`config.mk`:
```
export PLATFORM = sky130hd
export DESIGN_NAME = sprp_pixel_place
export DESIGN_NICKNAME = d
export VERILOG_FILES = /design/src/rtl/sprp_pkg.sv /design/src/rtl/sprp_pixel_place.sv
export SDC_FILE = /design/constraint.sdc
export NUM_CORES = 1
export LEC_CHECK = 0
export ABC_AREA = 1
export BUFFER_PORTS_ARGS = -buffer_cell sky130_fd_sc_hd__buf_2
export CORE_UTILIZATION = 50
export DETAILED_ROUTE_END_ITERATION = 16
export GPL_TIMING_DRIVEN = 0
export PLACE_DENSITY = 0.72
export RECOVER_POWER = 50
export REMOVE_ABC_BUFFERS = 1
export SLEW_MARGIN = 30
export SYNTH_ARGS = -nofsm -noshare
export SYNTH_HDL_FRONTEND = slang
export SYNTH_SLANG_ARGS = --single-unit
```
`constraint.sdc`:
```
create_clock -name clock -period 4.7 [get_ports clock]
set_clock_uncertainty 0.05 [all_clocks]
set_input_delay 0.47 -clock clock [delete_from_list [all_inputs] [get_ports clock]]
set_output_delay 0.47 -clock clock [all_outputs]
set_load 0.005 [all_outputs]
```
`src/rtl/sprp_pkg.sv`:
```
package sprp_pkg;

   localparam int IMAGE_SIZE_DEFAULT = 512;
   localparam int SUBSAMPLES_DEFAULT = 10;

   localparam logic [8:0] MOUNT_RESET = 9'd200;

   localparam int unsigned GRAD_TURN  = 400;
   localparam int unsigned TURN_Q8    = 102400;
   localparam int unsigned QUARTER_Q8 = 25600;
   localparam int unsigned ONE_Q15    = 32768;

   localparam int SINE_STAGES = 8;

   localparam int unsigned X_ROUND = 50;
   localparam logic [23:0] X_RECIP = 24'd10737419;

   localparam int unsigned SINE_A1 = 102944;
   localparam int unsigned SINE_A3 = 42334;
   localparam int unsigned SINE_A5 = 5223;
   localparam int unsigned SINE_A7 = 307;
   localparam int unsigned SINE_A9 = 11;

   localparam int unsigned VALUE_RECIP = 6554;

   typedef struct packed {
      logic       sin_neg;
      logic       cos_neg;
      logic [7:0] radius;
      logic [7:0] value;
      logic       last;
   } sprp_side_type;

   typedef struct packed {
      logic          valid;
      logic [14:0]   sin_arg;
      logic [14:0]   cos_arg;
      sprp_side_type side;
   } sprp_issue_type;

   typedef struct packed {
      logic       valid;
      logic [8:0] row;
      logic [8:0] col;
      logic [7:0] value;
      logic       last;
   } sprp_pixel_type;

endpackage

```
`src/rtl/sprp_pixel_place.sv`:
```
module sprp_pixel_place #(
   parameter int IMAGE_SIZE = sprp_pkg::IMAGE_SIZE_DEFAULT
) (
   input  logic                     clock,
   input  logic                     reset,
   input  logic                     advance,
   input  logic                     side_valid,
   input  sprp_pkg::sprp_side_type  side,
   input  logic [15:0]              sin_mag,
   input  logic [15:0]              cos_mag,
   output sprp_pkg::sprp_pixel_type pixel
);

   localparam int IW = $clog2(IMAGE_SIZE);
   localparam int VW = ((IW > 8) ? IW : 8) + 17;
   localparam int FW = VW - 15;
   localparam logic signed [VW-1:0] HALF_Q  = VW'((IMAGE_SIZE / 2) * 32768);
   localparam logic signed [VW-1:0] ONE_V   = VW'(1);
   localparam logic signed [FW-1:0] MAX_POS = FW'(IMAGE_SIZE - 1);

   function automatic logic [8:0] coord(input logic [23:0] prod, input logic sub);
      logic signed [VW-1:0] val;
      logic signed [FW-1:0] fl;
      logic [8:0]           res;
      if (sub) begin
         val = HALF_Q - $signed(VW'(prod));
      end else begin
         val = HALF_Q + $signed(VW'(prod));
      end
      fl = FW'((val >>> 15) - ONE_V);
      priority if (fl[FW-1]) begin
         res = '0;
      end else if (fl > MAX_POS) begin
         res = MAX_POS[8:0];
      end else begin
         res = fl[8:0];
      end
      return res;
   endfunction

   logic        valid_ff;
   logic [23:0] sin_prod_in, sin_prod_ff;
   logic [23:0] cos_prod_in, cos_prod_ff;
   logic        sin_neg_ff, cos_neg_ff;
   logic [7:0]  value_ff;
   logic        last_ff;

   assign sin_prod_in = 24'(side.radius) * 24'(sin_mag);
   assign cos_prod_in = 24'(side.radius) * 24'(cos_mag);

   always_ff @(posedge clock) begin
      if (reset) begin
         valid_ff <= 1'b0;
      end else if (advance) begin
         valid_ff <= side_valid;
      end
   end

   always_ff @(posedge clock) begin
      if (advance) begin
         sin_prod_ff <= sin_prod_in;
         cos_prod_ff <= cos_prod_in;
         sin_neg_ff  <= side.sin_neg;
         cos_neg_ff  <= side.cos_neg;
         value_ff    <= side.value;
         last_ff     <= side.last;
      end
   end

   always_comb begin
      pixel       = '0;
      pixel.valid = valid_ff;
      pixel.row   = coord(cos_prod_ff, !cos_neg_ff);
      pixel.col   = coord(sin_prod_ff, sin_neg_ff);
      pixel.value = value_ff;
      pixel.last  = last_ff;
   end

endmodule

```
# Yosys cells after proc, flatten, opt, wreduce, memory -nomap -nowiden
# Index checks and enable logic that the tools add are counted.
# op_classes
order_cmp	2
n_mul	2
mux	6
n_addsub	6
# op_table
operator	n
two-way mux 26 bit	2
adder 24 x 24 -> 25 bit (first input constant)	2
subtractor 24 x 24 -> 25 bit (first input constant)	2
multiplier 8 x 16 -> 24 bit	2
two-way mux 9 bit	4
greater-than comparator 11 x 10 -> 1 bit (second input constant)	2
subtractor 11 x 2 -> 11 bit (second input constant)	2
# totals
input_bits	55
regBits	60
wordCells	23

# Logic depth before layout (Yosys ltp)
# depth
ltp_word	6
depth_mapped	22
ltp_nobuf	21

# Least setup slack after synthesis
# OpenSTA, ideal clock, no wires.
# synth_path
path_type	input -> register
startpoint	in side[14] (netlist bit)
endpoint	reg sin_prod_ff[20] (data pin)
path_buffers	1
arrival_ns	4.472
required_ns	4.385
cell_stages	18
setup_slack_ns	-0.087
path_cell_list	clkbuf_1 nand2_1 fa_1 fa_1 inv_1 fa_1 inv_1 fa_1 inv_1 ha_1 nand2_1 o21ai_0 nand2_1 o2111ai_1 nand3_1 or2_2 o21ai_0 xor2_1
# synth_between
elab_chain_cells	1
# synth_rtl
item	line	text
start, declared	sprp_pixel_place.sv:8	input sprp_pkg::sprp_side_type side,
multiplier 8 x 16 -> 24 bit	sprp_pixel_place.sv:48	assign sin_prod_in = 24'(side.radius) * 24'(sin_mag);
net sin_prod_in[20]	sprp_pixel_place.sv:42	logic [23:0] sin_prod_in, sin_prod_ff;
end signal, assigned	sprp_pixel_place.sv:61	sin_prod_ff <= sin_prod_in;
end, declared	sprp_pixel_place.sv:42	
# The timed path passes the listed nets, and every way through them passes these cells.
# A chain may end at the register's enable or synchronous reset.

# Worst setup path after layout
# Same ends and word-level chain as after synthesis.

==> results.ini <==
[outcome]
outcome = complete, but fails checks
violations = max-capacitance violations, max-slew violations

[clock_network]
root_buffer = clkbuf_16
cts_made_buffers = 9
clk_latency_ns = 0.33
htree_levels = 3
cts_hold_buf = 0
cts_num_sinks = 60
cts.path.max_buffers = 2
cts_tree = built
path_clk_slew_ns = 0.05

[cells_and_area]
diodes = 0
instances_no_fill = 2029
final_cell_mix = inv_1 (468), nand2_1 (444), fa_1 (168)
drive_gt1_frac = 0.0982
layout_commonest_cell = inv_1
n_fill_cell = 2310
fin_nets = 2020
area_growth_syn_to_layout_pct = 8.07
seqCellArea_sq_um = 1790
multi_input_area_sq_um = 8410

[grt]
track_usage = 0.219
antenna_found_initial = 0
overflow = 0
grt_pass1_wl_microns = 44600
grt_max_degree = 61
grt_pass1_vias = 9988

[power]
p_per_area_nw_per_um2 = 475
irDropWorstVdd_mv = 0.227
power_w = 0.00626
p_leak_nw = 7.90

[worst_setup_path]
critPathCapture = sin_prod_ff[20]
end_kind = flip-flop
crit_top_cell = fa_1
crit_start = side[14]
worstPathMaxFanout = 32
r2r_slack_ns = 4.02
cp.arrival_ns = 4.50
r2r-start = valid_ff
slowest_stage = fa_1
critPathRequiredTime_ns = 4.72
crit_chain = buf_12, nand2_1, fa_1, fa_1, inv_1, fa_1, inv_1, fa_1, inv_1, ha_4, nand2_1, nor2_1, nand3_1, o2111ai_1, nand3_1, or2_2, o21ai_1, xor2_1
crit_type = in -> reg
critPathMaxStageDelay_ns = 0.54
r2r_cells = 2
worstSetupStartpointType = primary input
r2r-end = valid_ff

[place]
numPortBuffers = 82
dpl.cell_count = 2013
dp_hpwl_microns = 20400
gp_congestion = 0.855

[synth]
synth_area_per_cell_sq_um = 7.29
yosys.cell_types.count = 45
synthesis.area_sq_um = 12200
syn_inst = 1674
ys_seq_area_frac = 0.147
yosysWarnings = 0
synth_seq_cells = 60

[floorplanning]
num_io_pins = 83
die_w_microns = 158
core_sq_um = 23700
die_h_microns = 158
start_util = 0.515
die_area_sq_um = 25000
rows = 56

[routing]
drt_iter0_drc = 538
routed_wirelength_microns = 25300
wl_per_cell_microns = 12.5
final_antenna_net_count = 0
avgViaCountPerCell = 4.88
remaining_drc_errors = 0
dr.pass1.iters = 5
vias = 9909

[sta]
setup_viol = 0
clock.fmax_mhz = 224
final.period_utilization = 0.952
slew_headroom = -1.16
slew_violations = 61
fin_crit_ns = 4.47
setup-tns-final_ns = 0
worst_pin_slew_ns = 3.23
hold_viol = 0

[min_path]
hold_start = reset
worstHoldPathType = in -> reg

[run]
cap_violations = 1

[worst min-delay path by stage]
stage	end	slack (ns)	cells after the start
after floorplan	valid_ff	0.43	2
after global placement	valid_ff	0.42	2
after detailed placement	valid_ff	0.44	2
after CTS	valid_ff	0.23	2
after global routing	valid_ff	0.24	2
final	valid_ff	0.24	2
[what timing repair did]
action,CTS,global route
pin swaps,0,1
gates resized for setup,17,22
buffers inserted,0,0
endpoints found under the setup margin,14,10
[sequential cells by signal, summed over array words and instances (netlist names)]
register	cells
cos_neg_ff	1
cos_prod_ff	24
last_ff	1
sin_neg_ff	1
sin_prod_ff	24
valid_ff	1
value_ff	8
[power by group]
group	internal [W]	leakage (nW)	switching, W
sequential	0.000999	0.584	0.000145
clock	0.000461	0.151	0.000236
combinational	0.00169	7.16	0.00273
total	0.00315	7.90	0.00311
[worst max-delay path: cells and delay by family]
kind                       cells  cell delay (ns)
xor gates and xnor gates       1             0.09
adders and majority gates      5             2.38
buffers and inverters          4             0.34
AOI/OAI and AO/OA              2             0.30
and+or+nand+nor                6             0.88
[Yosys cell counts (all sizes together)]
| cell type | instances | share of area |
|---|---|---|
| a211oi | 3 | 0.0018 |
| a21o | 5 | 0.0031 |
| a21oi | 40 | 0.016 |
| a221oi | 1 | 0.00072 |
| a31oi | 3 | 0.0015 |
| and2 | 2 | 0.0010 |
| and3 | 1 | 0.00051 |
| buf | 4 | 0.0020 |
| clkbuf | 58 | 0.020 |
| dfxtp | 1 | 0.0016 |
| edfxtp | 59 | 0.15 |
| fa | 168 | 0.28 |
| ha | 92 | 0.094 |
| inv | 473 | 0.15 |
| mux2i | 1 | 0.00082 |
| nand2 | 463 | 0.15 |
| nand3 | 74 | 0.033 |
| nand3b | 9 | 0.0062 |
| nand4 | 11 | 0.0056 |
| nor2 | 118 | 0.046 |
| nor3 | 4 | 0.0016 |
| nor3b | 3 | 0.0023 |
| nor4 | 2 | 0.0010 |
| o2111ai | 1 | 0.00072 |
| o211ai | 5 | 0.0031 |
| o21a | 1 | 0.00062 |
| o21ai | 26 | 0.011 |
| o21bai | 3 | 0.0022 |
| o31ai | 1 | 0.00062 |
| or2 | 2 | 0.0010 |
| xnor2 | 11 | 0.0079 |
| xor2 | 29 | 0.021 |
[metal layers]
| layer | wire length, microns | vias up | global-route usage | share of wire |
|---|---|---|---|---|
| li1 | - | 4955 | - | - |
| met1 | 12500 | 4692 | 0.311 | 0.49 |
| met2 | 11500 | 243 | 0.363 | 0.45 |
| met3 | 1130 | 19 | 0.0164 | 0.045 |
| met4 | 204 | 0 | 0.0504 | 0.0081 |
| met5 | 0 | - | 0 | 0 |
[through the flow]
| step | hold slack, ns | utilization | cell area (sq um) | worst slack, ns |
|---|---|---|---|---|
| 2_1_floorplan | 0.435 | - | 11900 | 0.227 |
| 3_3_place_gp | 0.422 | 0.538 | 12700 | -0.729 |
| 3_5_place_dp | 0.439 | 0.538 | 12700 | -0.765 |
| 4_1_cts | 0.234 | 0.554 | 13100 | 0.0347 |
| 5_1_grt | 0.239 | 0.557 | 13200 | -0.00226 |
| 6_report | 0.245 | 0.557 | 13200 | 0.226 |
[logic make-up (layout without fill, tap and decap cells)]
group / after synthesis / in the layout / synth area share
buf+inv: 535 / 571 / 0.168
xor+xnor: 40 / 40 / 0.0287
simple gates: 689 / 689 / 0.245
flops: 60 / 60 / 0.147
fa+ha+maj: 260 / 260 / 0.370
compound gates: 89 / 89 / 0.0414
mux: 1 / 1 / 0.000820
[cell type report]
cell class / count / area share
Timing Repair Buffer: 82 / 0.0380
Tap cell: 319 / 0.0303
Inverter: 473 / 0.135
Sequential cell: 60 / 0.136
Multi-Input combinational cell: 1079 / 0.637
Clock buffer: 9 / 0.0171
Clock inverter: 7 / 0.00673
Note: power is estimated with default switching activity, not from simulation.
