$ cat src/rtl/sprp_pkg.sv
package sprp_pkg;

   localparam int IMAGE_SIZE_DEFAULT = 512;
   localparam int SUBSAMPLES_DEFAULT = 10;

   localparam logic [8:0] MOUNT_RESET = 9'd200;

   localparam int unsigned GRAD_TURN  = 400;
   localparam int unsigned TURN_Q8    = 102400;
   localparam int unsigned QUARTER_Q8 = 25600;
   localparam int unsigned ONE_Q15    = 32768;

   localparam int SINE_STAGES = 8;

   localparam int unsigned X_ROUND = 50;
   localparam logic [23:0] X_RECIP = 24'd10737419;

   localparam int unsigned SINE_A1 = 102944;
   localparam int unsigned SINE_A3 = 42334;
   localparam int unsigned SINE_A5 = 5223;
   localparam int unsigned SINE_A7 = 307;
   localparam int unsigned SINE_A9 = 11;

   localparam int unsigned VALUE_RECIP = 6554;

   typedef struct packed {
      logic       sin_neg;
      logic       cos_neg;
      logic [7:0] radius;
      logic [7:0] value;
      logic       last;
   } sprp_side_type;

   typedef struct packed {
      logic          valid;
      logic [14:0]   sin_arg;
      logic [14:0]   cos_arg;
      sprp_side_type side;
   } sprp_issue_type;

   typedef struct packed {
      logic       valid;
      logic [8:0] row;
      logic [8:0] col;
      logic [7:0] value;
      logic       last;
   } sprp_pixel_type;

endpackage

$ cat src/rtl/sprp_quarter_sine.sv
module sprp_quarter_sine (
   input  logic        clock,
   input  logic        advance,
   input  logic [14:0] arg,
   output logic [15:0] magnitude
);

   logic [22:0] s1_num;
   logic [46:0] s1_prod_in, s1_prod_ff;
   logic [16:0] s2_x;
   logic [33:0] s2_xx_in, s2_xx_ff;
   logic [16:0] s2_x_ff;
   logic [16:0] s3_x2;
   logic [20:0] s3_x2_a9;
   logic [8:0]  s3_t1_in, s3_t1_ff;
   logic [16:0] s3_x_ff, s3_x2_ff;
   logic [25:0] s4_prod_in, s4_prod_ff;
   logic [16:0] s4_x_ff, s4_x2_ff;
   logic [12:0] s5_t2;
   logic [29:0] s5_prod_in, s5_prod_ff;
   logic [16:0] s5_x_ff, s5_x2_ff;
   logic [15:0] s6_t3;
   logic [32:0] s6_prod_in, s6_prod_ff;
   logic [16:0] s6_x_ff;
   logic [16:0] s7_t4;
   logic [33:0] s7_prod_in, s7_prod_ff;
   logic [17:0] s8_round;
   logic [16:0] s8_half;
   logic [15:0] s8_mag_in, s8_mag_ff;

   always_comb begin
      s1_num     = {arg, 8'b0} + 23'(sprp_pkg::X_ROUND);
      s1_prod_in = 47'(s1_num) * 47'(sprp_pkg::X_RECIP);

      s2_x     = s1_prod_ff[46:30];
      s2_xx_in = 34'(s2_x) * 34'(s2_x);

      s3_x2    = s2_xx_ff[32:16];
      s3_x2_a9 = 21'(s3_x2) * 21'(sprp_pkg::SINE_A9);
      s3_t1_in = 9'(sprp_pkg::SINE_A7) - 9'(s3_x2_a9[20:16]);

      s4_prod_in = 26'(s3_x2_ff) * 26'(s3_t1_ff);

      s5_t2      = 13'(sprp_pkg::SINE_A5) - 13'(s4_prod_ff[25:16]);
      s5_prod_in = 30'(s4_x2_ff) * 30'(s5_t2);

      s6_t3      = 16'(sprp_pkg::SINE_A3) - 16'(s5_prod_ff[29:16]);
      s6_prod_in = 33'(s5_x2_ff) * 33'(s6_t3);

      s7_t4      = 17'(sprp_pkg::SINE_A1) - s6_prod_ff[32:16];
      s7_prod_in = 34'(s6_x_ff) * 34'(s7_t4);

      s8_round = s7_prod_ff[33:16] + 18'd1;
      s8_half  = s8_round[17:1];
      if (s8_half > 17'(sprp_pkg::ONE_Q15)) begin
         s8_mag_in = 16'(sprp_pkg::ONE_Q15);
      end else begin
         s8_mag_in = s8_half[15:0];
      end
   end

   always_ff @(posedge clock) begin
      if (advance) begin
         s1_prod_ff <= s1_prod_in;
         s2_x_ff    <= s2_x;
         s2_xx_ff   <= s2_xx_in;
         s3_x_ff    <= s2_x_ff;
         s3_x2_ff   <= s3_x2;
         s3_t1_ff   <= s3_t1_in;
         s4_x_ff    <= s3_x_ff;
         s4_x2_ff   <= s3_x2_ff;
         s4_prod_ff <= s4_prod_in;
         s5_x_ff    <= s4_x_ff;
         s5_x2_ff   <= s4_x2_ff;
         s5_prod_ff <= s5_prod_in;
         s6_x_ff    <= s5_x_ff;
         s6_prod_ff <= s6_prod_in;
         s7_prod_ff <= s7_prod_in;
         s8_mag_ff  <= s8_mag_in;
      end
   end

   assign magnitude = s8_mag_ff;

endmodule

$ cat config.mk
export PLATFORM = sky130hd
export DESIGN_NAME = sprp_quarter_sine
export DESIGN_NICKNAME = d
export VERILOG_FILES = /design/src/rtl/sprp_pkg.sv /design/src/rtl/sprp_quarter_sine.sv
export SDC_FILE = /design/constraint.sdc
export NUM_CORES = 2
export LEC_CHECK = 0
export BUFFER_PORTS_ARGS = -buffer_cell sky130_fd_sc_hd__buf_2
export CAP_MARGIN = 30
export CORE_MARGIN = 1.5
export CORE_UTILIZATION = 35
export DETAILED_ROUTE_END_ITERATION = 10
export PLACE_DENSITY = 0.46
export SETUP_SLACK_MARGIN = 0.5
export SLEW_MARGIN = 20
export SYNTH_ARGS = -nofsm -noshare
export SYNTH_HDL_FRONTEND = slang
export SYNTH_SLANG_ARGS = --single-unit
$ cat constraint.sdc
create_clock -name clock -period 10.35 [get_ports clock]
set_input_delay 1.035 -clock clock [delete_from_list [all_inputs] [get_ports clock]]
set_output_delay 1.035 -clock clock [all_outputs]
set_load 0.05 [all_outputs]
; ---- After elaboration in Yosys (flattened, before gate mapping)
; Index checks and enable logic that the tools add are counted.
[totals]
elab_cells = 30
out_inout_bits = 16
in_bits = 17
register_bits = 364
[op_classes]
order_cmp = 1
add_sub_neg = 6
mul = 7
[ops]
columns = op, n
row1 = multiplier 23 x 24 -> 47 bit (second input constant), 1
row2 = multiplier 17 x 17 -> 34 bit, 1
row3 = multiplier 17 x 16 -> 33 bit, 1
row4 = multiplier 17 x 17 -> 33 bit, 1
row5 = multiplier 17 x 13 -> 30 bit, 1
row6 = multiplier 17 x 9 -> 26 bit, 1
row7 = adder 23 x 6 -> 23 bit (second input constant), 1
row8 = multiplier 17 x 4 -> 21 bit (second input constant), 1
row9 = adder 18 x 1 -> 18 bit (second input constant), 1
row10 = > comparator 17 x 16 -> 1 bit (second input constant), 1
row11 = subtractor 17 bit (first input constant), 1
row12 = subtractor 16 x 14 -> 16 bit (first input constant), 1
row13 = subtractor 13 x 10 -> 13 bit (first input constant), 1
row14 = subtractor 9 x 5 -> 9 bit (first input constant), 1

; ---- Logic depth before layout (Yosys ltp)
[depth]
word_depth = 2
mapped_depth = 32
ltp_nobuf = 31

; ---- Worst setup path after synthesis
; Ideal clock, no wire load.
[synth_path]
kind = register -> register
startpoint = reg s6_prod_ff[16]
endpoint = reg s7_prod_ff[27] (data pin)
path_stages_with_launch = 31
arrival_ns = 7.333
period_less_slack_ns = 7.594
slack_ns = 2.756
n_path_buf = 2
setup_time_ns = 0.261
required_time_ns = 10.089
cell_sequence = edfxtp_1 -> clkbuf_1 -> inv_1 -> ha_1 -> nand2_1 -> o21ai_1 -> a21boi_1 -> or3_1 -> a211o_1 -> nand2_1 -> xor2_2 -> buf_2 -> and2_1 -> fa_1 -> fa_1 -> fa_1 -> fa_1 -> fa_1 -> inv_1 -> fa_1 -> inv_1 -> ha_1 -> nand4_1 -> o21bai_1 -> a221oi_1 -> nor3b_1 -> a211oi_1 -> o21ai_0 -> a21boi_0 -> nor4_1 -> a311o_1
[synth_via]
elab_chain_len = 2
[synth_rtl]
columns = item, line
row1 = from (decl), sprp_quarter_sine.sv:23  ; logic [32:0] s6_prod_in, s6_prod_ff;
row2 = from (signal assigned), sprp_quarter_sine.sv:77  ; s6_prod_ff <= s6_prod_in;
row3 = subtractor 17 bit, sprp_quarter_sine.sv:50  ; s7_t4 = 17'(sprp_pkg::SINE_A1) - s6_prod_ff[32:16];
row4 = multiplier 17 x 17 -> 34 bit, sprp_quarter_sine.sv:51  ; s7_prod_in = 34'(s6_x_ff) * 34'(s7_t4);
row5 = via s7_prod_in[27], sprp_quarter_sine.sv:26  ; logic [33:0] s7_prod_in, s7_prod_ff;
row6 = to (signal assigned), sprp_quarter_sine.sv:78  ; s7_prod_ff <= s7_prod_in;
row7 = to (decl), sprp_quarter_sine.sv:26
; The timed path passes the listed nets, and every way through them passes these cells.
; A chain may end at the register's enable or synchronous reset.

; ---- Worst setup path in the final report
; Same ends and word-level chain as after synthesis.

==> key figures <==
Route
  • Vias after detailed routing: 32641
  • WL per Instance: 16.4 um
  • Vias per Instance: 4.61
  • Detail Route Antenna Nets: 0
  • Routed wire length: 116000 um
  • DR iter-0 viols: 1400
  • DR pass1 iterations: 5
  • DR DRC count: 0

Synth
  • Distinct cells, synth: 73
  • Syn. warnings: 0
  • Post-synthesis area per instance: 9.86 um^2
  • Synth top area cells: fa_1 (38%), ha_1 (17%), edfxtp_1 (15%)
  • Synthesized instance count: 5168
  • Post-synth EDFFs: 251
  • Mapped cell area: 0.0510 mm^2
  • Register area share after synthesis: 14.8%
  • Ys flop type: edfxtp_1
  • Post-synth top area cell: fa_1
  • Post-synth top area share: 38.3%
  • Synthesized net count: 6850
  • Synthesis-stage register bit count: 251
  • Ys async rst share: 0%

STA
  • Max frequency: 0.114 GHz
  • Final critical-path share of the clock period: 84.5%
  • Fin. Hold Viols: 0
  • Setup_tns: 0 ns
  • Worst Skew: 0.0434 ns
  • Final setup fails: 0
  • Least-Margin Pin Slew: 0.977 ns
  • Pins Over Slew Limit: 0
  • Slew headroom: 34.5%
  • RSZ-0062 raised after global routing: false
  • Final min period: 8.75 ns

Worst setup path
  • Required @ worst endpoint: 10.66 ns
  • Crit Path Category: register to register
  • Crit end category: register
  • Worst path max stage delay: 0.67 ns
  • CP arrival: 9.06 ns
  • Setup crit start kind: register
  • Crit path max-delay cell type: edfxtp_1
  • Crit path top cell by count: fa_1
  • Top fanout value on the critical path: 18

Floorplan
  • I/O pins: 33
  • Die Y: 385 um
  • Starting Density: 35.4%
  • # rows: 139
  • Full die area: 0.148 mm^2
  • Core Region: 0.144 mm^2
  • Die X: 385 um

Outcome
  • Outcome: complete, no violations

Finish
  • Commonest non-fill, non-tap cell in the layout: inv_1
  • Area Overhead vs Synth: 7.10%
  • Layout cells sized above 1: 3.26%
  • Diodes inserted: 0
  • Final nets: 6840
  • Commonest cells after routing, fill and taps aside: inv_1 (1363), fa_1 (976), ha_1 (689), nand2_1 (606), and2_1 (341)

GRT
  • GRT Resource Usage Total: 16.6%
  • Largest net degree at the start of global routing: 72
  • Initial antenna violation count: 1
  • Number of global-route vias before repair: 35853
  • First-pass GRT wire length: 194000 um
  • Grt ovf: 0

Clock tree
  • Post-CTS Hold Fix Bufs: 0
  • # clock sinks: 251
  • Latest clock arrival within the worst-skew pair: 0.57 ns
  • CTS max path bufs: 3
  • Worst-path clk slew: 0.07 ns
  • TritonCTS Buffers: 34
  • Clk root buf: clkbuf_16
  • H-tree levels: 2
  • Post-CTS Setup Inserts: 0
  • # resized after CTS: 0
  • CTS tree: built

Place
  • Routability cong.: 0.822
  • DPL Wire Length: 92800 um
  • Port Buf Inserts: 32

Hold path
  • Class of the tightest hold or removal check: register to register

Run
  • Max-cap violations: 0
worst paths after layout:
kind | from | end | slack [ns] | cells after the start
min reg2reg | s4_x_ff[7] | s5_x_ff[7] | 0.38 | 0
max reg2reg | s6_prod_ff[16] | s7_prod_ff[27] | 1.60 | 27
max | s6_prod_ff[16] | s7_prod_ff[27] | 1.60 | 27
min | s4_x_ff[7] | s5_x_ff[7] | 0.38 | 0
through the flow:
step	hold slack [ns]	setup slack (ns)	instances	instance area [um^2]	util [%]
final	0.381	1.60	7085	54600	37.9
after global routing	0.395	0.872	7085	54600	37.9
after CTS	0.373	1.62	7084	54600	37.9
after detailed placement	0.405	1.64	7024	53500	37.1
after global placement	0.401	1.74	7023	53500	37.1
after floorplan	0.400	2.76	5168	51000	-
cell usage after synthesis, types with 37 or more instances:
cell / n
ha_1: 689
fa_1: 976
o21ai_0: 41
nand2b_1: 49
nand3_1: 37
xor2_1: 59
a21o_1: 39
xnor2_1: 95
clkbuf_1: 125
a21oi_1: 85
edfxtp_1: 251
nor2_1: 122
nor2b_1: 53
nand2_1: 606
and2_1: 341
inv_1: 1363
critical path: cells and delay by family, from the launching register on:
kind	cells	cell delay [ns]
AOI/OAI and AO/OA	9	2.22
xor gates and xnor gates	1	0.65
adders and majority gates	8	3.35
buffers and inverters	3	0.26
DFF	1	0.67
and+or+nand+nor	6	1.36
flip-flops by register name (all words and copies together) (netlist names), 16 cells and up:
| register | cells |
|---|---|
| s4_x_ff | 17 |
| s5_x_ff | 17 |
| s3_x_ff | 17 |
| s6_prod_ff | 17 |
| s6_x_ff | 17 |
| magnitude | 16 |
| s5_x2_ff | 17 |
| s2_xx_ff | 18 |
| s3_x2_ff | 17 |
| s1_prod_ff | 17 |
| s4_x2_ff | 17 |
| s2_x_ff | 16 |
| s7_prod_ff | 18 |
cells by family (layout without fill, tap and decap cells):
group	after synthesis	in the layout	share of synthesized area (%)
AO/OA/AOI/OAI	286	286	3.75
XOR/XNOR	155	155	2.68
adder cells (fa/ha/maj)	1665	1665	55.2
buffers and inverters	1498	1512	11.0
flip-flops	251	251	14.8
multiplexers	3	3	0.0638
AND/OR/NAND/NOR	1310	1310	12.4
routing by layer:
layer / GRT usage (%) / vias to the layer above / wire, um
met1: 23.0 / 16595 / 55300
met5: 0 / - / 0
li1: - / 15569 / -
met3: 1.51 / 100 / 3160
met2: 28.2 / 377 / 55900
met4: 3.17 / 0 / 1900
layout make-up:
type / count / area (um^2)
Sequential cell: 251 / 7540
Clock buffer: 40 / 873
Fill cell: 14667 / 89400
Tap cell: 1903 / 2380
Inverter: 1363 / 5120
Timing Repair Buffer: 89 / 626
Clock inverter: 20 / 201
Multi-Input combinational cell: 3419 / 37900
Power is left out: the tool's default activity adds up to more than one toggle a clock period on the data nets, which glitch-free logic cannot reach.
