## src/rtl/sprp_pkg.sv

```systemverilog
package sprp_pkg;

   localparam int IMAGE_SIZE_DEFAULT = 512;
   localparam int SUBSAMPLES_DEFAULT = 10;

   localparam logic [8:0] MOUNT_RESET = 9'd200;

   localparam int unsigned GRAD_TURN  = 400;
   localparam int unsigned TURN_Q8    = 102400;
   localparam int unsigned QUARTER_Q8 = 25600;
   localparam int unsigned ONE_Q15    = 32768;

   localparam int SINE_STAGES = 8;

   localparam int unsigned X_ROUND = 50;
   localparam logic [23:0] X_RECIP = 24'd10737419;

   localparam int unsigned SINE_A1 = 102944;
   localparam int unsigned SINE_A3 = 42334;
   localparam int unsigned SINE_A5 = 5223;
   localparam int unsigned SINE_A7 = 307;
   localparam int unsigned SINE_A9 = 11;

   localparam int unsigned VALUE_RECIP = 6554;

   typedef struct packed {
      logic       sin_neg;
      logic       cos_neg;
      logic [7:0] radius;
      logic [7:0] value;
      logic       last;
   } sprp_side_type;

   typedef struct packed {
      logic          valid;
      logic [14:0]   sin_arg;
      logic [14:0]   cos_arg;
      sprp_side_type side;
   } sprp_issue_type;

   typedef struct packed {
      logic       valid;
      logic [8:0] row;
      logic [8:0] col;
      logic [7:0] value;
      logic       last;
   } sprp_pixel_type;

endpackage

```

## src/rtl/sprp_beam_gen.sv

```systemverilog
module sprp_beam_gen #(
   parameter int SUBSAMPLES = sprp_pkg::SUBSAMPLES_DEFAULT
) (
   input  logic                     clock,
   input  logic                     reset,
   input  logic                     advance,
   input  logic [8:0]               mount_rotation,
   input  logic                     req_valid,
   output logic                     req_ready,
   input  logic [8:0]               req_beam_angle,
   input  logic [5:0]               req_beam_width,
   input  logic [7:0]               req_radius,
   input  logic [7:0]               req_intensity,
   output sprp_pkg::sprp_issue_type issue
);

   localparam int DIV   = SUBSAMPLES - 1;
   localparam int KW    = $clog2(SUBSAMPLES);
   localparam int WKW   = 6 + KW;
   localparam int BW    = WKW + 8;
   localparam int SHIFT = BW + $clog2(DIV);
   localparam int RW    = SHIFT + 1;
   localparam int PW    = BW + RW;
   localparam longint unsigned RECIP = ((longint'(1) << SHIFT) + DIV - 1) / DIV;

   function automatic logic [7:0] scale_value(input logic [7:0] intensity);
      logic [11:0] nine;
      logic [24:0] prod;
      nine = 12'(intensity) * 12'd9;
      prod = 25'(nine) * 25'(sprp_pkg::VALUE_RECIP);
      return prod[23:16];
   endfunction

   logic          busy_ff, busy_in;
   logic [KW-1:0] k_ff, k_in;
   logic [8:0]    angle_ff;
   logic [5:0]    width_ff;
   logic [7:0]    radius_ff;
   logic [7:0]    value_ff;
   logic          accept;
   logic          last_k;
   logic          issue_now;

   logic           a_valid_ff;
   logic [WKW-1:0] a_wk_in, a_wk_ff;
   logic [9:0]     a_sum;
   logic [8:0]     a_base_in, a_base_ff;
   logic [5:0]     a_width_ff;
   sprp_pkg::sprp_side_type a_side_in, a_side_ff;

   logic                    b_valid_ff;
   logic [PW-1:0]           b_prod_in, b_prod_ff;
   logic [8:0]              b_base_ff;
   logic [5:0]              b_width_ff;
   sprp_pkg::sprp_side_type b_side_ff;

   logic [13:0]             c_spread;
   logic [18:0]             c_num;
   logic [16:0]             c_phase_in, c_phase_ff;
   logic                    c_valid_ff;
   sprp_pkg::sprp_side_type c_side_ff;

   logic [1:0]               d_quadrant;
   logic [14:0]              d_p, d_p_rev;
   sprp_pkg::sprp_issue_type d_issue_in, d_issue_ff;
   logic                     d_valid_ff;

   assign last_k    = (k_ff == KW'(DIV));
   assign req_ready = !busy_ff || (advance && last_k);
   assign accept    = req_valid && req_ready;
   assign issue_now = busy_ff && advance;

   always_comb begin
      busy_in = busy_ff;
      k_in    = k_ff;
      priority if (accept) begin
         busy_in = 1'b1;
         k_in    = '0;
      end else if (issue_now && last_k) begin
         busy_in = 1'b0;
         k_in    = '0;
      end else if (issue_now) begin
         k_in = k_ff + KW'(1);
      end
   end

   always_ff @(posedge clock) begin
      if (reset) begin
         busy_ff <= 1'b0;
         k_ff    <= '0;
      end else begin
         busy_ff <= busy_in;
         k_ff    <= k_in;
      end
   end

   always_ff @(posedge clock) begin
      if (accept) begin
         angle_ff  <= req_beam_angle;
         width_ff  <= req_beam_width;
         radius_ff <= req_radius;
         value_ff  <= scale_value(req_intensity);
      end
   end

   always_comb begin
      a_wk_in = WKW'(width_ff) * WKW'(k_ff);
      a_sum   = {1'b0, angle_ff} + {1'b0, mount_rotation};
      priority if (a_sum >= 10'(2 * sprp_pkg::GRAD_TURN)) begin
         a_base_in = 9'(a_sum - 10'(2 * sprp_pkg::GRAD_TURN));
      end else if (a_sum >= 10'(sprp_pkg::GRAD_TURN)) begin
         a_base_in = 9'(a_sum - 10'(sprp_pkg::GRAD_TURN));
      end else begin
         a_base_in = a_sum[8:0];
      end
      a_side_in         = '0;
      a_side_in.radius  = radius_ff;
      a_side_in.value   = value_ff;
      a_side_in.last    = last_k;
   end

   always_comb begin
      b_prod_in = PW'({a_wk_ff, 8'b0}) * PW'(RECIP);
   end

   always_comb begin
      c_spread = b_prod_ff[SHIFT +: 14];
      c_num    = {2'b0, b_base_ff, 8'b0} + 19'(sprp_pkg::TURN_Q8) + 19'(c_spread)
                 - {6'b0, b_width_ff, 7'b0};
      priority if (c_num >= 19'(2 * sprp_pkg::TURN_Q8)) begin
         c_phase_in = 17'(c_num - 19'(2 * sprp_pkg::TURN_Q8));
      end else if (c_num >= 19'(sprp_pkg::TURN_Q8)) begin
         c_phase_in = 17'(c_num - 19'(sprp_pkg::TURN_Q8));
      end else begin
         c_phase_in = c_num[16:0];
      end
   end

   always_comb begin
      priority if (c_phase_ff >= 17'(3 * sprp_pkg::QUARTER_Q8)) begin
         d_quadrant = 2'd3;
         d_p        = 15'(c_phase_ff - 17'(3 * sprp_pkg::QUARTER_Q8));
      end else if (c_phase_ff >= 17'(2 * sprp_pkg::QUARTER_Q8)) begin
         d_quadrant = 2'd2;
         d_p        = 15'(c_phase_ff - 17'(2 * sprp_pkg::QUARTER_Q8));
      end else if (c_phase_ff >= 17'(sprp_pkg::QUARTER_Q8)) begin
         d_quadrant = 2'd1;
         d_p        = 15'(c_phase_ff - 17'(sprp_pkg::QUARTER_Q8));
      end else begin
         d_quadrant = 2'd0;
         d_p        = c_phase_ff[14:0];
      end
      d_p_rev = 15'(sprp_pkg::QUARTER_Q8) - d_p;

      d_issue_in              = '0;
      d_issue_in.valid        = c_valid_ff;
      d_issue_in.sin_arg      = d_quadrant[0] ? d_p_rev : d_p;
      d_issue_in.cos_arg      = d_quadrant[0] ? d_p : d_p_rev;
      d_issue_in.side         = c_side_ff;
      d_issue_in.side.sin_neg = d_quadrant[1];
      d_issue_in.side.cos_neg = d_quadrant[1] ^ d_quadrant[0];
   end

   always_ff @(posedge clock) begin
      if (reset) begin
         a_valid_ff <= 1'b0;
         b_valid_ff <= 1'b0;
         c_valid_ff <= 1'b0;
         d_valid_ff <= 1'b0;
      end else if (advance) begin
         a_valid_ff <= issue_now;
         b_valid_ff <= a_valid_ff;
         c_valid_ff <= b_valid_ff;
         d_valid_ff <= d_issue_in.valid;
      end
   end

   always_ff @(posedge clock) begin
      if (advance) begin
         a_wk_ff    <= a_wk_in;
         a_base_ff  <= a_base_in;
         a_width_ff <= width_ff;
         a_side_ff  <= a_side_in;
         b_prod_ff  <= b_prod_in;
         b_base_ff  <= a_base_ff;
         b_width_ff <= a_width_ff;
         b_side_ff  <= a_side_ff;
         c_phase_ff <= c_phase_in;
         c_side_ff  <= b_side_ff;
         d_issue_ff <= d_issue_in;
      end
   end

   always_comb begin
      issue       = d_issue_ff;
      issue.valid = d_valid_ff;
   end

endmodule

```

## config.mk

```make
export PLATFORM = sky130hd
export DESIGN_NAME = sprp_beam_gen
export DESIGN_NICKNAME = d
export VERILOG_FILES = /design/src/rtl/sprp_pkg.sv /design/src/rtl/sprp_beam_gen.sv
export SDC_FILE = /design/constraint.sdc
export NUM_CORES = 1
export LEC_CHECK = 0
export ABC_AREA = 1
export BUFFER_PORTS_ARGS = -buffer_cell sky130_fd_sc_hd__buf_2
export CORE_UTILIZATION = 45
export DETAILED_ROUTE_END_ITERATION = 12
export GPL_TIMING_DRIVEN = 0
export PLACE_DENSITY = 0.68
export SYNTH_ARGS = -nofsm -noshare
export SYNTH_HDL_FRONTEND = slang
export SYNTH_SLANG_ARGS = --single-unit
```

## constraint.sdc

```tcl
create_clock -name clock -period 17.4 [get_ports clock]
set_input_delay 2.61 -clock clock [delete_from_list [all_inputs] [get_ports clock]]
set_output_delay 2.61 -clock clock [all_outputs]
set_load 0.005 [all_outputs]
```

Word-level counts from Yosys, hierarchy flattened --
Cells that the tools add are included.
Storage, ports and cells: flip-flop bits (word level) 224, input port bits 44, output and inout port bits 51, logic and storage cells 81
Operators by class: add/subtract/negate cells 13, multipliers 4, order comparisons 7, equal/unequal tests 1, mux-type cells 14, bitwise gates (word level) 1, reductions and logical operators 8
Operator list (count):
- 15-bit 2-to-1 mux | 5
- 17-bit 2-to-1 mux | 2
- 17-bit subtractor, second input constant | 2
- 15-bit subtractor, second input constant | 2
- 10-bit by 18-bit multiplier with 27-bit output, second input constant | 1
- 12-bit by 12-bit multiplier with 23-bit output, second input constant | 1
- 18-bit by 14-bit adder with 19-bit output | 1
- 19-bit by 17-bit greater-or-equal comparator with 1-bit output, second input constant | 1
- 19-bit by 18-bit greater-or-equal comparator with 1-bit output, second input constant | 1
- 19-bit by 13-bit subtractor with 19-bit output | 1
- 17-bit by 17-bit adder with 18-bit output, second input constant | 1
- 9-bit 2-to-1 mux | 2
- 9-bit subtractor, second input constant | 2
- 17-bit by 15-bit greater-or-equal comparator with 1-bit output, second input constant | 1
- 17-bit by 16-bit greater-or-equal comparator with 1-bit output, second input constant | 1
- 17-bit greater-or-equal comparator, second input constant | 1
- 15-bit by 14-bit subtractor with 15-bit output, second input constant | 1
- 15-bit subtractor, first input constant | 1
- 8-bit by 4-bit multiplier with 12-bit output, second input constant | 1
- 9-bit by 9-bit adder with 10-bit output | 1
- 10-bit greater-or-equal comparator, second input constant | 1
- 10-bit by 9-bit greater-or-equal comparator with 1-bit output, second input constant | 1
- 6-bit by 4-bit multiplier with 10-bit output | 1
- 4-bit by 1-bit adder with 4-bit output, second input constant | 1
- other kinds (9) | 15

Longest topological paths before layout --
depth after elaboration 6, depth in mapped cells 27, mapped depth without buffers 27

Worst setup path before layout --
Ideal clock, no wire load.
path type input to register, start input req_intensity[1], end register value_ff[4], data pin, library setup time 0.258 ns, data arrival time 7.679 ns, data required time 17.142 ns, path slack 9.463 ns, stages 27, buffers on the path 0, path through ha_1 > ha_1 > fa_1 > a21oi_1 > nor2_1 > nor2_1 > nor2_1 > nor2_1 > ha_1 > inv_1 > fa_1 > inv_1 > fa_1 > inv_1 > fa_1 > inv_1 > fa_1 > ha_1 > nand2_1 > nor2_1 > nand4_1 > o211ai_1 > nand3_1 > nand2_1 > nand3_1 > nand2_1 > xor2_1
Between the ends: longest elaborated chain between the ends 2
RTL lines:
- start: declaration | RTL line sprp_beam_gen.sv:13 | input logic [7:0] req_intensity,
- 8-bit by 4-bit multiplier with 12-bit output | RTL line sprp_beam_gen.sv:29 | nine = 12'(intensity) * 12'd9;
- 12-bit by 12-bit multiplier with 23-bit output | RTL line sprp_beam_gen.sv:30 | prod = 25'(nine) * 25'(sprp_pkg::VALUE_RECIP);
- end signal: assignment | RTL line sprp_beam_gen.sv:102 | value_ff <= scale_value(req_intensity);
- end: declaration | RTL line sprp_beam_gen.sv:39 | logic [7:0] value_ff;
No other way between the ends. A chain may end at the register's enable or synchronous reset.

Worst setup path after layout --
Same ends and word-level chain as after synthesis.

==> flow_summary_export.csv <==
group,metric,value,unit
sta,setup_viol,0,
placed_design,place_hpwl,22100,um
global_routing,grt_start_max_net_pins,90,
routing,drc,0,
synth,synthMuxAreaShare,0,
synth,ys_types,46,
placed_design,place_congestion,0.884,
power,power_density,192,nW/um^2
min_path,hold_path.class,"reg2reg",
power,swShare,0.452,
routing,met2WireLength,13000,um
placed_design,portBuffers,94,
global_routing,track_usage,0.158,
cells_and_area,stdcell_area,17900,sq um
critical_path,slowest_stage,"fa_1",
clocking,cts_hold_buf,0,
sta,hold_viol,0,
synth,synthFlopType,"edfxtp_1",
cells_and_area,final_layout_size_suffix_gt1_frac,0.108,
power,irDropWorstVdd,0.000129,V
sta,fin_crit_sh,0.470,
outcome,status,"finished, final reports clean",
critical_path,path_max_fanout,5,
power,pwr-share-clk,0.146,
routing,wl_met3,1010,um
cells_and_area,final_nets,2125,
sta,drv_slew,0,
routing,firstDrtPassIters,5,
sta,tightest_slew,1280,ps
routing,highest_layer,"met4",
clocking,postCtsSetupBuffers,0,
critical_path,reg2reg_slack,12420,ps
clocking,cts.clk_slew.worst_paths,60,ps
clocking,cts_max_level,1,
global_routing,grt_overflow,0,
routing,first_iter_violations,495,
synth,synth_seq_cells,210,
synth,mappedNetlistArea,16000,sq um
synth,syn_avg_cell_area,9.78,sq um
sta,skew,24.0,ps
critical_path,cp_data_required_time,17690,ps
synth,synth-async-reset-ratio,0,
sta,whs,406,ps
sta,rsz0062_at_grt,"false",
critical_path,r2r_end,"b_prod_ff[35]",
power,seq_power_share,0.242,
clocking,clkLatencyLatePin,540,ps
routing,wirelength_met1,12900,um
global_routing,grt_pass1_wl,47700,um
floorplanning,placementRows,68,
run,drv_cap,0,
power,leakagePower,8.92,nW
power,intPower,1.89,mW
clocking,numCtsBuffers,24,
synth,yosysWarnings,0,
critical_path,rr_worst_depth,16,
clocking,cts_tree,"built",
synth,synthCells,1641,
cells_and_area,layout_common_cells,"318 x inv_1, 307 x nand2_1, 235 x ha_1",
synth,synth-compound-area-share,0.0576,
critical_path,worstSetupEndpointType,"register",
floorplanning,core,34800,sq um
floorplanning,die_area,36400,sq um
sta,relSlewSlack,0.146,
clocking,cts_buffer_depth,3,
placed_design,dpl_cell_area,17100,sq um
critical_path,cp-endpoint,"value_ff[4]",
floorplanning,chipHeight,191,um
critical_path,crit_path_max_incr_delay,540,ps
clocking,root_buffer,"clkbuf_16",
synth,synth-edff-count,201,
critical_path,arrival,8470,ps
global_routing,antenna_found_initial,0,
routing,wl,27500,um
synth,synth_fa_ha_area_frac,0.288,
routing,vias_per_cell,4.80,
sta,fin_tns_setup,0,ps
floorplanning,io_pins,95,
sta,fmax,122,MHz
synth,synthSimpleGateAreaFrac,0.146,
routing,dr_total_vias,10700,
routing,antenna_left,0,
global_routing,grt_pass1_vias,10500,
power,p_sw,1.56,mW
power,combPwrFrac,0.612,
critical_path,startpoint,"req_intensity[1]",
synth,ys_seq_area_frac,0.387,
floorplanning,fp.dieW,191,um
clocking,clock-sinks,210,
critical_path,worstReg2RegStart,"a_wk_ff[7]",
critical_path,crit_type,"in2reg",
sta,fin_crit,8180,ps
synth,synth_top_family_by_area,"adder cells",
synth,synthesis.nets,2004,
critical_path,startpoint_type,"primary input",
routing,post_drt_wl_per_cell,12.3,um
cells_and_area,antennaDiodeCount,0,
synth,synth_xor_area_frac,0.0398,
cells_and_area,layout_commonest_cell,"inv_1",
clocking,cts_resized,0,
floorplanning,start_util,0.461,
cells_and_area,area_delta_synth_final,11.7,%
-- routing by layer --
layer	global-route usage	vias to the layer above
met4	0.0397	0
li1	-	5602
met1	0.207	4926
met3	0.0225	33
met2	0.274	176
met5	0	-
-- how the worst min path moves through the flow --
| stage | from | end | slack, ps | cells after the start |
|---|---|---|---|---|
| 4_1_cts | a_side_ff[0] | b_side_ff[0] | 410 | 0 |
| 3_3_place_gp | b_side_ff[1] | c_side_ff[1] | 400 | 0 |
| 2_1_floorplan | radius_ff[1] | a_side_ff[10] | 400 | 0 |
| 3_5_place_dp | radius_ff[7] | a_side_ff[16] | 400 | 0 |
| 6_report | a_side_ff[0] | b_side_ff[0] | 410 | 0 |
| 5_1_grt | a_side_ff[5] | b_side_ff[5] | 410 | 0 |
-- through the flow --
step,worst slack (ps),util,total power [mW],instances
after floorplan,9460,-,2.48,1641
after global placement,8730,0.491,2.92,2190
after detailed placement,8680,0.492,2.96,2191
after CTS,9240,0.515,3.48,2235
after global routing,8810,0.515,3.86,2235
final,9220,0.515,3.45,2235
-- registers in the layout, indices dropped and copies added, names as in the netlist, 9 cells and up --
name and count:
c_phase_ff 17, issue 48, b_base_ff 9, b_side_ff 17, a_base_ff 9, c_side_ff 17
angle_ff 9, a_wk_ff 10, a_side_ff 17, b_prod_ff 14
-- final cells by class --
cell class / count / area, sq um
multi-input cells: 1090 / 8530
clock buffers: 29 / 651
inverters: 329 / 1240
well taps: 455 / 569
flip-flops and latches: 210 / 6220
fillers: 3139 / 16900
clock inverters: 15 / 155
repair buffers: 95 / 508
plain buffers: 12 / 63.8
-- power by group through the flow --
stage	Combinational (mW)	Sequential [mW]	Clock (mW)
3_5_place_dp	2.11	0.847	0
6_report	2.11	0.835	0.504
4_1_cts	2.12	0.837	0.520
5_1_grt	2.47	0.849	0.537
3_3_place_gp	2.07	0.844	0
2_1_floorplan	1.64	0.837	0
-- critical path, delay by kind of cell --
kind / cells / cell delay (ps)
buf+inv: 5 / 390
compound gates: 2 / 460
fa+ha+maj: 9 / 3640
xor+xnor: 1 / 60
simple gates: 11 / 1310
-- synthesized netlist by cell type, types with 2 or more instances --
library cell / instances / area (sq um)
and2_1: 4 / 25.0
buf_4: 4 / 30.0
inv_2: 10 / 37.5
ha_1: 235 / 2940
nand3b_1: 6 / 45.0
nor2_1: 89 / 334
nand3_2: 6 / 60.1
o211ai_1: 3 / 22.5
edfxtp_1: 201 / 6040
nand2_1: 307 / 1150
nor4_1: 3 / 18.8
a21oi_4: 2 / 32.5
a21o_1: 6 / 45.0
inv_1: 318 / 1190
xor2_1: 50 / 438
dfxtp_1: 9 / 180
o21a_1: 4 / 30.0
nand4_1: 12 / 75.1
o21ai_0: 41 / 205
fa_1: 84 / 1680
nand3_1: 68 / 340
buf_2: 3 / 15.0
or2_1: 3 / 18.8
nor2_4: 4 / 45.0
nand2_2: 10 / 62.6
o21ai_1: 17 / 85.1
clkbuf_1: 5 / 18.8
a21oi_1: 80 / 400
nor2_2: 4 / 25.0
or2_2: 2 / 12.5
nand2_4: 6 / 67.6
xnor2_1: 21 / 184
nor3_1: 6 / 30.0
a31oi_1: 3 / 18.8
a21oi_2: 4 / 35.0
-- cells by family (layout without fill, tap and decap cells) --
family	count (synthesis)	count (layout)
compound gates	166	166
xor+xnor	72	72
buf+inv	341	480
fa+ha+maj	319	319
flops	210	210
simple gates	533	533
Power figures use the tool's default switching activity.
